$ cat config.mk
export PLATFORM = sky130hd
export DESIGN_NAME = gnsr_dist
export DESIGN_NICKNAME = d
export VERILOG_FILES = /design/src/hw/rtl/greedy_nearest_segment_router_defines.svh /design/src/hw/rtl/gnsr_pkg.sv /design/src/hw/rtl/gnsr_dist.sv
export SDC_FILE = /design/constraint.sdc
export NUM_CORES = 1
export LEC_CHECK = 0
export ABC_CLOCK_PERIOD_IN_PS = 8300
export BUFFER_PORTS_ARGS = -buffer_cell sky130_fd_sc_hd__buf_4
export CAP_MARGIN = 0
export CELL_PAD_IN_SITES_DETAIL_PLACEMENT = 0
export CELL_PAD_IN_SITES_GLOBAL_PLACEMENT = 1
export CORE_ASPECT_RATIO = 0.75
export CORE_MARGIN = 1
export CORE_UTILIZATION = 50
export DETAILED_ROUTE_END_ITERATION = 10
export GPL_ROUTABILITY_DRIVEN = 1
export MAX_ROUTING_LAYER = met4
export PLACE_DENSITY_LB_ADDON = 0.1
export SYNTH_ARGS = -nofsm -noshare
export SYNTH_HDL_FRONTEND = slang
export SYNTH_SLANG_ARGS = --single-unit
export TNS_END_PERCENT = 20
$ cat constraint.sdc
create_clock -name clk -period 8.3 [get_ports clk]
set_clock_uncertainty 0.2 [all_clocks]
set_input_delay 1.245 -clock clk [delete_from_list [all_inputs] [get_ports clk]]
set_output_delay 1.245 -clock clk [all_outputs]
set_load 0.02 [all_outputs]
$ cat src/hw/rtl/greedy_nearest_segment_router_defines.svh
// Assertion helpers for the segment router. They are compiled out when SYNTHESIS is defined.
// Both helpers sample on clk and are disabled while rst_n is low.
// GNSR_ASSERT_SAME: the consequent must hold in the same cycle as the antecedent.
// GNSR_ASSERT_NEXT: the consequent must hold one cycle after the antecedent.
`ifndef GREEDY_NEAREST_SEGMENT_ROUTER_DEFINES_SVH
`define GREEDY_NEAREST_SEGMENT_ROUTER_DEFINES_SVH
`ifndef SYNTHESIS
`define GNSR_ASSERT_SAME(label, ante, cons, msg) \
    label: assert property (@(posedge clk) disable iff (!rst_n) (ante) |-> (cons)) \
        else $error(msg);
`define GNSR_ASSERT_NEXT(label, ante, cons, msg) \
    label: assert property (@(posedge clk) disable iff (!rst_n) (ante) |=> (cons)) \
        else $error(msg);
`else
`define GNSR_ASSERT_SAME(label, ante, cons, msg)
`define GNSR_ASSERT_NEXT(label, ante, cons, msg)
`endif
`endif

$ cat src/hw/rtl/gnsr_pkg.sv
package gnsr_pkg;

    localparam int OUT_COORD_W = 16;
    localparam int OUT_INDEX_W = 12;
    localparam int IN_COORD_W  = 16;

    // Drain count from the last scan issue until the running best is final:
    // covers the registered memory read plus three stages of the distance unit.
    localparam int DRAIN_CYCLES = 4;
    localparam int DRAIN_W      = 3;

    typedef enum logic [1:0] {
        KIND_CLEAR = 2'd0,
        KIND_LOAD  = 2'd1,
        KIND_NEXT  = 2'd2
    } kind_t;

    typedef enum logic [2:0] {
        ST_IDLE,
        ST_SCAN,
        ST_DRAIN,
        ST_FETCH,
        ST_FINISH
    } state_t;

    typedef struct packed {
        logic [1:0]            kind;
        logic [IN_COORD_W-1:0] point_a_x;
        logic [IN_COORD_W-1:0] point_a_y;
        logic [IN_COORD_W-1:0] point_b_x;
        logic [IN_COORD_W-1:0] point_b_y;
    } cmd_t;

    typedef struct packed {
        logic [OUT_COORD_W-1:0] from_x;
        logic [OUT_COORD_W-1:0] from_y;
        logic [OUT_COORD_W-1:0] to_x;
        logic [OUT_COORD_W-1:0] to_y;
        logic [OUT_INDEX_W-1:0] chosen_index;
        logic                   exhausted;
    } res_t;

    typedef struct packed {
        logic seg_we;
        logic vis_we;
        logic vis_val;
    } wr_ctl_t;

endpackage

$ cat src/hw/rtl/gnsr_dist.sv
module gnsr_dist #(
    parameter int CB    = 16,
    parameter int TAG_W = 2
) (
    input  logic             clk,
    input  logic             rst_n,
    input  logic             in_valid,
    input  logic [CB-1:0]    px,
    input  logic [CB-1:0]    py,
    input  logic [CB-1:0]    qx,
    input  logic [CB-1:0]    qy,
    input  logic [TAG_W-1:0] in_tag,
    output logic             out_valid,
    output logic [2*CB:0]    out_dist,
    output logic [TAG_W-1:0] out_tag
);
    import gnsr_pkg::*;

    logic             v1_reg, v2_reg, v3_reg;
    logic [CB-1:0]    dx_reg, dy_reg;
    logic [2*CB-1:0]  sqx_reg, sqy_reg;
    logic [2*CB:0]    sum_reg;
    logic [TAG_W-1:0] t1_reg, t2_reg, t3_reg;

    always_ff @(posedge clk or negedge rst_n)
    begin
        if (!rst_n)
        begin
            v1_reg <= 1'b0;
            v2_reg <= 1'b0;
            v3_reg <= 1'b0;
        end
        else
        begin
            v1_reg <= in_valid;
            v2_reg <= v1_reg;
            v3_reg <= v2_reg;
        end
    end

    // Stage 1 absolute differences, stage 2 squares, stage 3 sum.
    always_ff @(posedge clk)
    begin
        dx_reg  <= (px >= qx) ? (px - qx) : (qx - px);
        dy_reg  <= (py >= qy) ? (py - qy) : (qy - py);
        t1_reg  <= in_tag;
        sqx_reg <= dx_reg * dx_reg;
        sqy_reg <= dy_reg * dy_reg;
        t2_reg  <= t1_reg;
        sum_reg <= {1'b0, sqx_reg} + {1'b0, sqy_reg};
        t3_reg  <= t2_reg;
    end

    assign out_valid = v3_reg;
    assign out_dist  = sum_reg;
    assign out_tag   = t3_reg;

endmodule

Word level (Yosys, flattened, before mapping):

Cells that the tools add are included.

* output and inout bits: 36
* register bits: 138
* logic and storage cells: 22

* magnitude comparators: 2
* add/subtract/negate cells: 5
* multipliers: 2
* multiplexer cells: 2

Operators by type and width (number)
* 16-bit by 16-bit multiplier with 32-bit output: 2
* 16-bit subtractor: 4
* 32-bit by 32-bit adder with 33-bit output: 1
* 16-bit greater-or-equal comparator: 2
* 16-bit 2-to-1 mux: 2

Depth between registers and ports, before layout:

Gate-level depths: netlist of the first run.

* depth after elaboration: 2
* mapped depth: 24
* mapped depth without buffers: 23

Worst setup path before layout of the first run:

OpenSTA, ideal clock, no wires.

* path type: register -> register
* start: register dx_reg[4]
* end: register sqx_reg[29]
* arrival time: 5712 ps
* library setup time: 123 ps
* path slack: 2265 ps
* clock period less this slack: 6035 ps
* cell stages (with the launch flop): 22
* path through: dfxtp_1 -> clkbuf_1 -> clkbuf_1 -> nand2_1 -> fa_1 -> inv_1 -> fa_1 -> inv_1 -> fa_1 -> fa_1 -> fa_1 -> fa_1 -> inv_1 -> ha_1 -> and3_1 -> and3_1 -> and3_1 -> a211oi_2 -> o211ai_1 -> a31oi_1 -> o21ai_1 -> xor2_1

* longest elaborated chain between the ends: 1

RTL lines
* start: declaration: line gnsr_dist.sv:20 `logic [CB-1:0] dx_reg, dy_reg;`
* start signal: assignment: line gnsr_dist.sv:44 `dx_reg <= (px >= qx) ? (px - qx) : (qx - px);`
* 16-bit by 16-bit multiplier with 32-bit output: line gnsr_dist.sv:47 `sqx_reg <= dx_reg * dx_reg;`
* end signal: assignment: line gnsr_dist.sv:47
* end: declaration: line gnsr_dist.sv:21 `logic [2*CB-1:0] sqx_reg, sqy_reg;`

No other way between the ends.

Final worst setup path of the first run:

* start: register dx_reg[1]
* end: register sqx_reg[29]

Same word-level chain as after synthesis.

==> results.py, run 1 <==
metrics = {
    "die": {
        "core_sq_um": 43400,
        "die_x_microns": 244,
        "ios": 105,
        "rows": 66,
        "initial_utilization_pct": 50.7,
        "dieHeight_microns": 184,
        "dieArea_sq_um": 44800,
    },
    "synthesis": {
        "yosys_warnings": 0,
        "syn_nets": 3190,
        "synth_flop_cell": "dfxtp_1",
        "synth-seq-cells": 136,
        "syn_area_per_cell_sq_um": 8.79,
        "ys_seq_area_share_pct": 12.5,
        "synth_cells": 2500,
        "async_reset_ff_share_pct": 2.21,
        "synth-edff-count": 0,
        "netlist-cell-type-count": 67,
        "netlist_area_sq_um": 22000,
    },
    "critical_path": {
        "cp.required_ps": 8420,
        "path_class": "flip-flop to flip-flop",
        "cp-start-kind": "flip-flop",
        "reg2regPathDepth": 19,
        "cp_max_fo": 19,
        "endpoint_kind": "flip-flop",
        "worstPathArrival_ps": 6960,
    },
    "sta": {
        "setup-tns-final_ps": 0,
        "period_needed_ps": 6830,
        "max_freq_ghz": 0.146,
        "setup_viol": 0,
        "report.final.slew_viol_count": 0,
        "period_share_pct": 82.3,
        "tightest_slew_ps": 1230,
        "relSlewSlack_pct": 17.9,
        "rsz0062_at_grt": "false",
        "hold_viol_final": 0,
    },
    "global_route": {
        "grt_pass1_vias": 16600,
        "grt_pass1_wl_microns": 84400,
        "overflow": 0,
        "grt_max_degree": 25,
        "grt_use_total_pct": 24.5,
        "antenna_found_initial": 3,
    },
    "outcome": {
        "status": "completed",
    },
    "job": {
        "cap_viol_max_count": 0,
    },
    "cts": {
        "post-cts-setup-buffer-count": 0,
        "cts_buffers": 17,
        "htreeDepth": 4,
        "cts_sinks": 136,
        "cts.repair.resized": 0,
        "clk_latency_ps": 440,
        "cts_tree": "built",
        "hold_buffers": 0,
        "clk_pin_slew_ps": 60,
        "cts_buffer_depth": 2,
        "cts_root_buffer": "clkbuf_16",
    },
    "final_layout": {
        "fin_util_pct": 54.7,
        "nets": 3235,
        "largest_register_ffs": 33,
        "drive_above_1_share_pct": 6.80,
        "syn2layout_area_growth_pct": 7.96,
    },
    "place": {
        "dp_hpwl_microns": 43000,
        "place_congestion": 0.905,
        "portBuffers": 104,
    },
    "routing": {
        "drt_iter0_markers": 948,
        "vias": 16400,
        "vias_per_cell": 5.23,
        "drc": 0,
        "antenna_left": 0,
        "routed_wl_microns": 50200,
        "wl_per_cell_microns": 16.0,
        "first_pass_iters": 7,
    },
    "min_path": {
        "hold_path.class": "flip-flop to flip-flop",
        "min_path_cells": 0,
    },
}
logic make-up after synthesis:
group | Yosys count | synth area share, %
adder cells (fa/ha/maj) | 621 | 46.6
flip-flops | 136 | 12.5
XOR/XNOR | 128 | 5.10
AND/OR/NAND/NOR | 540 | 11.6
multiplexers | 19 | 0.888
AO/OA/AOI/OAI | 393 | 11.9
buffers and inverters | 663 | 11.5
final cells by class:
| class | instances | area [sq um] |
|---|---|---|
| inverter | 582 | 2180 |
| multi-input combinational | 1701 | 16700 |
| clock buffer | 23 | 458 |
| tap | 578 | 723 |
| timing repair buffer | 107 | 803 |
| antenna | 1 | 2.50 |
| fill | 4036 | 19600 |
| sequential | 136 | 2740 |
| clock inverter | 9 | 100 |
cell usage after synthesis, types with 3 or more instances:
cell type / count / share of area (%)
a211o_1: 4 / 0.16
a211oi_1: 17 / 0.58
a21boi_0: 4 / 0.14
a21o_1: 60 / 2.1
a21oi_1: 120 / 2.7
a21oi_2: 5 / 0.20
a221oi_1: 5 / 0.20
a221oi_2: 3 / 0.20
a311oi_1: 4 / 0.16
a31o_2: 6 / 0.24
a31oi_1: 13 / 0.37
and2_1: 79 / 2.2
and3_1: 13 / 0.37
buf_2: 14 / 0.32
clkbuf_1: 64 / 1.1
dfrtp_1: 3 / 0.34
dfxtp_1: 133 / 12
fa_1: 328 / 30
ha_1: 293 / 17
inv_1: 582 / 9.9
mux2_2: 4 / 0.20
mux2i_1: 15 / 0.68
nand2_1: 215 / 3.7
nand2b_1: 14 / 0.40
nand3_1: 26 / 0.59
nand3b_1: 4 / 0.14
nand4_1: 26 / 0.74
nand4b_1: 3 / 0.12
nor2_1: 104 / 1.8
nor2b_1: 21 / 0.60
nor3_1: 17 / 0.39
o211ai_1: 6 / 0.20
o21a_1: 11 / 0.38
o21ai_0: 61 / 1.4
o21ai_1: 14 / 0.32
o21bai_1: 23 / 0.79
o31ai_1: 7 / 0.24
o41ai_2: 3 / 0.22
or2_2: 7 / 0.20
or3_1: 6 / 0.17
xnor2_1: 79 / 3.1
xor2_1: 49 / 2.0
placed cells by master, fill, tap and decap left out, drive strengths merged, types with 15 or more instances in the layout:
| cell type | synthesis | routed |
|---|---|---|
| inv | 582 | 582 |
| fa | 328 | 328 |
| ha | 293 | 293 |
| nand2 | 215 | 215 |
| dfxtp | 133 | 133 |
| a21oi | 125 | 125 |
| buf | 16 | 107 |
| nor2 | 104 | 104 |
| and2 | 79 | 79 |
| xnor2 | 79 | 79 |
| o21ai | 75 | 75 |
| a21o | 60 | 60 |
| xor2 | 49 | 49 |
| nand3 | 28 | 28 |
| nand4 | 26 | 26 |
| o21bai | 23 | 23 |
| clkbuf | 65 | 23 |
| nor2b | 21 | 21 |
| a211oi | 19 | 19 |
| nor3 | 17 | 17 |
| mux2i | 15 | 15 |
metal layers:
layer  GRT usage, %  wire length, microns  part of all wire (%)  vias to the layer above
met3           4.06                  3090                   6.1                       46
met2           35.5                 21200                    42                      422
met1           35.5                 25000                    50                     8006
li1               -                     -                     -                     7935
met5              -                     0                     0                        -
met4           5.63                   894                   1.8                        0
path summary, 6_finish.rpt:
check	start	endpoint	slack, ps
setup / recovery	dx_reg[1]$_DFF_P_	sqx_reg[29]$_DFF_P_	1470
hold reg to reg	t2_reg[0]$_DFF_P_	out_tag[0]$_DFF_P_	130
max in group asynchronous	rst_n	v2_reg$_DFF_PN0_	7420
min in group asynchronous	rst_n	v1_reg$_DFF_PN0_	390
hold / removal	t2_reg[0]$_DFF_P_	out_tag[0]$_DFF_P_	130
setup reg to reg	dx_reg[1]$_DFF_P_	sqx_reg[29]$_DFF_P_	1470
metrics by stage:
stage / instance area, sq um / setup WS, ps / std cells / hold WS (ps)
global route: 23700 / 1130 / 3137 / 139
floorplan: 22000 / 2270 / 2500 / 110
global placement: 23200 / 1680 / 3104 / 118
detailed placement: 23200 / 1600 / 3104 / 114
CTS: 23700 / 1560 / 3136 / 127
finish: 23700 / 1470 / 3137 / 126
worst max-delay path: stages, from the launching register on:
cell and delay, ps:
dfxtp_1 870, nand2_1 240, fa_1 540, fa_1 560
inv_1 60, fa_1 420, fa_1 490, fa_1 540
inv_1 50, fa_1 470, inv_1 40, ha_1 340
a21o_1 230, a311oi_1 360, o31ai_1 160, a211oi_2 380
o211ai_1 170, a31oi_1 320, o21ai_1 110, xor2_1 140
Power of run 1 is left out: the tool's default activity adds up to more than one toggle a clock period on the data nets, which glitch-free logic cannot reach.
==> inputs of run 2 (changes only) <==
--- a/config.mk
+++ b/config.mk
@@ -5,7 +5,7 @@
 export SDC_FILE = /design/constraint.sdc
 export NUM_CORES = 1
 export LEC_CHECK = 0
-export ABC_CLOCK_PERIOD_IN_PS = 8300
+export ABC_CLOCK_PERIOD_IN_PS = 6700
 export BUFFER_PORTS_ARGS = -buffer_cell sky130_fd_sc_hd__buf_4
 export CAP_MARGIN = 0
 export CELL_PAD_IN_SITES_DETAIL_PLACEMENT = 0
==> constraint.sdc (replaced) <==
create_clock -name clk -period 6.7 [get_ports clk]
set_clock_uncertainty 0.2 [all_clocks]
set_input_delay 1.005 -clock clk [delete_from_list [all_inputs] [get_ports clk]]
set_output_delay 1.005 -clock clk [all_outputs]
set_load 0.02 [all_outputs]
==> results.py, run 2 (synthesized netlist as in run 1, its figures left out) <==
metrics = {
    "outcome": {
        "status": "completed",
    },
    "place": {
        "portBuffers": 104,
        "dp_hpwl_microns": 44200,
        "place_area_sq_um": 23500,
        "place_congestion": 0.918,
        "dp.cells": 3143,
    },
    "min_path": {
        "hp-start": "t2_reg[0]$_DFF_P_",
        "hold_path.class": "flip-flop to flip-flop",
        "hold_path_end": "out_tag[0]$_DFF_P_",
        "min_path_cells": 0,
    },
    "cts": {
        "cts_buffer_depth": 2,
        "clk_pin_slew_ps": 60,
        "clk_latency_ps": 450,
        "cts_tree": "built",
        "cts_buffers": 17,
        "cts_root_buffer": "clkbuf_16",
        "post-cts-setup-buffer-count": 0,
        "htreeDepth": 4,
        "cts_sinks": 136,
    },
    "critical_path": {
        "rr_endpoint": "sqy_reg[28]$_DFF_P_",
        "rrSetupSlack_ps": 350,
        "r2r-start": "dy_reg[5]$_DFF_P_",
        "crit_chain": "and2_1 > inv_1 > fa_1 > inv_1 > fa_1 > inv_1 > fa_1 > inv_1 > fa_1 > fa_1 > inv_1 > fa_1 > inv_1 > ha_1 > a21o_1 > a21o_1 > a21oi_1 > nand3_2 > a221oi_4 > nor2_1 > o41ai_2 > xnor2_1",
        "cp_max_fo": 6,
        "path_class": "flip-flop to flip-flop",
        "cp-start-kind": "flip-flop",
        "reg2regPathDepth": 22,
        "crit_path_top_delay_cell": "dfxtp_1",
        "endpoint_kind": "flip-flop",
        "worstPathArrival_ps": 6510,
        "cp.required_ps": 6860,
        "worst_path_largest_cell_delay_ps": 600,
    },
    "final_layout": {
        "largest_register_ffs": 33,
        "drive_above_1_share_pct": 8.89,
        "n_antenna_cell": 0,
        "final_cell_mix": "inv_1 (582), fa_1 (328), ha_1 (293)",
        "syn2layout_area_growth_pct": 9.50,
        "num-fill-cells": 4026,
        "fin_cells": 3175,
        "final_common_cell": "inv_1",
        "final_cell_area_sq_um": 24100,
        "nets": 3274,
    },
    "routing": {
        "drt_iter0_markers": 1049,
        "vias": 16400,
        "antenna_left": 0,
        "vias_per_cell": 5.16,
        "first_pass_iters": 5,
        "drc": 0,
        "wl_per_cell_microns": 16.1,
        "routed_wl_microns": 51000,
    },
    "global_route": {
        "grt_pass1_vias": 16600,
        "grt_use_total_pct": 24.8,
        "overflow": 0,
        "grt_max_degree": 25,
        "grt_pass1_wl_microns": 85200,
        "antenna_found_initial": 1,
    },
    "sta": {
        "max_freq_ghz": 0.158,
        "setup_viol": 0,
        "whs_ps": 132,
        "report.final.slew_viol_count": 0,
        "hold_viol_final": 0,
        "setup-tns-final_ps": 0,
        "tightest_slew_ps": 1210,
        "period_share_pct": 94.7,
        "relSlewSlack_pct": 19.4,
        "period_needed_ps": 6350,
        "rsz0062_at_grt": "false",
    },
    "die": {
        "die_x_microns": 244,
        "core_sq_um": 43400,
        "initial_utilization_pct": 50.7,
        "ios": 105,
        "dieHeight_microns": 184,
        "rows": 66,
        "dieArea_sq_um": 44800,
    },
    "job": {
        "cap_viol_max_count": 0,
    },
}
[run 2: what timing repair did]
action	4_1_cts	5_1_grt
hold buffers	0	0
setup endpoints to repair	0	9
endpoints found under the hold margin	0	0
resized for setup	0	14
[run 2: worst max path at each step]
stage | startpoint | endpoint | slack, ps | cells past startpoint
detailed placement | dy_reg[3]$_DFF_P_ | sqy_reg[28]$_DFF_P_ | 240 | 21
global route | dx_reg[5]$_DFF_P_ | sqx_reg[27]$_DFF_P_ | 40 | 21
finish | dy_reg[5]$_DFF_P_ | sqy_reg[28]$_DFF_P_ | 350 | 22
floorplan | dx_reg[4]$_DFF_P_ | sqx_reg[29]$_DFF_P_ | 670 | 21
CTS | dy_reg[3]$_DFF_P_ | sqy_reg[28]$_DFF_P_ | 200 | 21
global placement | dx_reg[1]$_DFF_P_ | sqx_reg[29]$_DFF_P_ | 310 | 19
[run 2: worst max-delay path: cells and delay by family, from the launching register on]
| family | cells | cell delay (ps) |
|---|---|---|
| DFF | 1 | 600 |
| adders and majority gates | 7 | 3230 |
| and+or+nand+nor | 3 | 520 |
| buffers and inverters | 6 | 320 |
| AOI/OAI and AO/OA | 5 | 1240 |
| xor gates and xnor gates | 1 | 160 |
[run 2: metrics by stage]
| step | util [%] | setup WS, ps |
|---|---|---|
| after global placement | 54.1 | 310 |
| after detailed placement | 54.1 | 241 |
| after floorplan | - | 665 |
| after CTS | 55.4 | 201 |
| after global routing | 55.5 | 36.4 |
| final | 55.5 | 353 |
[run 2: per-layer routing]
metal | track usage (%) | share of wire [%]
met1 | 36.4 | 51
met2 | 36.1 | 43
met3 | 3.87 | 5.4
met4 | 5.15 | 1.5
met5 | - | 0
[run 2: layout make-up]
| class | instances | area, sq um | share of cell area, % |
|---|---|---|---|
| inverters | 582 | 2180 | 9.08 |
| clock inverters | 13 | 144 | 0.598 |
| multi-input cells | 1701 | 16700 | 69.5 |
| well taps | 578 | 723 | 3.01 |
| repair buffers | 146 | 1100 | 4.56 |
| flip-flops and latches | 136 | 2750 | 11.4 |
| clock buffers | 19 | 443 | 1.84 |
Power of run 2 is left out for the same reason.
==> inputs of run 3 (changes only) <==
--- a/config.mk
+++ b/config.mk
@@ -5,6 +5,7 @@
 export SDC_FILE = /design/constraint.sdc
 export NUM_CORES = 1
 export LEC_CHECK = 0
+export ABC_AREA = 1
 export ABC_CLOCK_PERIOD_IN_PS = 6700
 export BUFFER_PORTS_ARGS = -buffer_cell sky130_fd_sc_hd__buf_4
 export CAP_MARGIN = 0
@@ -12,7 +13,7 @@
 export CELL_PAD_IN_SITES_GLOBAL_PLACEMENT = 1
 export CORE_ASPECT_RATIO = 0.75
 export CORE_MARGIN = 1
-export CORE_UTILIZATION = 50
+export CORE_UTILIZATION = 47
 export DETAILED_ROUTE_END_ITERATION = 10
 export GPL_ROUTABILITY_DRIVEN = 1
 export MAX_ROUTING_LAYER = met4
==> results.py, run 3 <==
metrics = {
    "synthesis": {
        "synth-seq-cells": 136,
        "synth_area_leaders": "fa_1 (26%), nand2_1 (17%), inv_1 (16%)",
        "synth_largest_area_cell": "fa_1",
        "async_reset_ff_share_pct": 2.21,
        "synth_flop_cell": "dfxtp_1",
        "synth_common_cells": "nand2_1 (1,165), inv_1 (1,038), fa_1 (328)",
        "netlist_area_sq_um": 25100,
        "ys_seq_area_share_pct": 10.9,
        "syn_area_per_cell_sq_um": 6.82,
        "yosys.cell_count.top_type": "nand2_1",
        "syn_nets": 4366,
        "synth_cells": 3676,
        "synth-edff-count": 0,
        "yosys_warnings": 0,
        "netlist-cell-type-count": 32,
        "synth_top_area_share_pct": 26.2,
    },
    "routing": {
        "routed_wl_microns": 64900,
        "vias": 21200,
        "wl_per_cell_microns": 14.6,
        "antenna_left": 0,
        "drt_iter0_markers": 1220,
        "vias_per_cell": 4.77,
        "first_pass_iters": 6,
        "drc": 0,
    },
    "die": {
        "initial_utilization_pct": 48.2,
        "die_x_microns": 269,
        "dieArea_sq_um": 54300,
        "rows": 72,
        "ios": 105,
        "core_sq_um": 52100,
        "dieHeight_microns": 202,
    },
    "final_layout": {
        "largest_register_ffs": 33,
        "drive_above_1_share_pct": 4.57,
        "fin_util_pct": 51.9,
        "final_cell_area_sq_um": 27000,
        "syn2layout_area_growth_pct": 7.78,
        "final_common_cell": "nand2_1",
        "num-fill-cells": 5347,
        "nets": 4421,
        "final_cell_mix": "nand2_1 (1,165), inv_1 (1,038), fa_1 (328)",
    },
    "cts": {
        "cts_tree": "built",
        "htreeDepth": 4,
        "clk_latency_ps": 480,
        "post-cts-setup-buffer-count": 0,
        "cts.repair.resized": 0,
        "cts_buffers": 17,
        "cts_root_buffer": "clkbuf_16",
        "hold_buffers": 0,
        "cts_buffer_depth": 2,
        "cts_sinks": 136,
        "clk_pin_slew_ps": 60,
    },
    "sta": {
        "tightest_slew_ps": 880,
        "report.final.slew_viol_count": 0,
        "period_share_pct": 94.0,
        "setup-tns-final_ps": 0,
        "rsz0062_at_grt": "false",
        "max_freq_ghz": 0.159,
        "setup_viol": 0,
        "period_needed_ps": 6300,
        "relSlewSlack_pct": 41.2,
        "hold_viol_final": 0,
        "setup_ws_ps": 404,
    },
    "critical_path": {
        "path_class": "flip-flop to flip-flop",
        "crit_path_top_delay_cell": "dfxtp_1",
        "worst-path-buf-inv": 8,
        "endpoint_kind": "flip-flop",
        "critPathTopFamily": "adder cells",
        "worstPathArrival_ps": 6420,
        "crit_chain": "nand2_1 > inv_1 > fa_1 > inv_1 > fa_1 > inv_1 > fa_1 > inv_1 > fa_1 > inv_1 > fa_1 > inv_1 > fa_1 > inv_1 > ha_1 > nand2_1 > inv_1 > a21oi_1 > nand3_1 > nand3_1 > nand2_1 > nand2_1 > nand2_1",
        "cp-start-kind": "flip-flop",
        "cp.required_ps": 6830,
        "crit_path_frequent_cell": "inv_1",
        "worst_path_largest_cell_delay_ps": 600,
        "cp_max_fo": 16,
    },
    "place": {
        "place_area_sq_um": 26500,
        "place_congestion": 0.906,
        "portBuffers": 104,
        "place_ws_ps": 508,
        "dp_hpwl_microns": 56500,
    },
    "global_route": {
        "antenna_found_initial": 3,
        "grt_max_degree": 23,
        "grt_pass1_wl_microns": 110000,
        "grt_use_total_pct": 26.5,
        "grt_pass1_vias": 21900,
        "overflow": 0,
    },
    "outcome": {
        "status": "completed",
    },
    "job": {
        "cap_viol_max_count": 0,
    },
    "min_path": {
        "hold_path.class": "input port to async pin",
    },
}
-- run 3: changes by cell type after synthesis, moves of 17 or more --
cell,change
nand3_1,+140
nand2_1,+950
a21o_1,-59
nor2_1,+53
a21oi_1,-27
nor2b_1,-21
a211oi_1,-17
xnor2_1,-58
inv_1,+456
xor2_1,+24
and2_1,-74
o21ai_0,-48
-- run 3: kinds of logic after synthesis --
family	count (synthesis)	synth area share, %
adder cells (fa/ha/maj)	621	40.8
AND/OR/NAND/NOR	1560	24.9
flip-flops	136	10.9
AO/OA/AOI/OAI	142	3.13
buffers and inverters	1123	17.0
XOR/XNOR	94	3.28
-- run 3: final timing paths --
| path | startpoint | endpoint | slack, ps | cells after the start |
|---|---|---|---|---|
| max | dx_reg[3]$_DFF_P_ | sqx_reg[20]$_DFF_P_ | 400 | 23 |
| min | rst_n | v2_reg$_DFF_PN0_ | 110 | 1 |
| max reg2reg | dx_reg[3]$_DFF_P_ | sqx_reg[20]$_DFF_P_ | 400 | 23 |
| min reg2reg | t1_reg[0]$_DFF_P_ | t2_reg[0]$_DFF_P_ | 130 | 0 |
| max in group asynchronous | rst_n | out_valid$_DFF_PN0_ | 6100 | 1 |
| min in group clk | t1_reg[0]$_DFF_P_ | t2_reg[0]$_DFF_P_ | 130 | 0 |
-- run 3: per-layer routing --
layer  wire, microns  vias up  track usage (%)
met5               0        -                -
met1           33100     9900             37.8
li1                -    10700                -
met3            2960       71             2.94
met2           27800      496             40.2
met4            1080        0             5.60
-- run 3: area by class of cell --
type / instances / area (sq um) / share of cell area (%)
Antenna cell: 1 / 2.50 / 0.00926
Sequential cell: 136 / 2740 / 10.1
Clock buffer: 20 / 447 / 1.65
Timing Repair Buffer: 118 / 886 / 3.28
Multi-Input combinational cell: 2417 / 18100 / 66.9
Clock inverter: 12 / 92.6 / 0.343
Inverter: 1041 / 3910 / 14.5
Tap cell: 703 / 880 / 3.25
-- run 3: stage by stage --
step,instances,hold slack [ps]
4_1_cts,4447,76.8
3_5_place_dp,4415,117
2_1_floorplan,3676,110
3_3_place_gp,4415,117
5_1_grt,4448,89.1
6_report,4448,111
-- run 3: worst register-to-register path, delay by kind of cell (launching register included) --
kind,cells,cell delay (ps)
flip-flops,1,600
buffers and inverters,8,470
AND/OR/NAND/NOR,7,1220
adder cells (fa/ha/maj),7,3380
AO/OA/AOI/OAI,1,310
Power of run 3 is left out for the same reason.
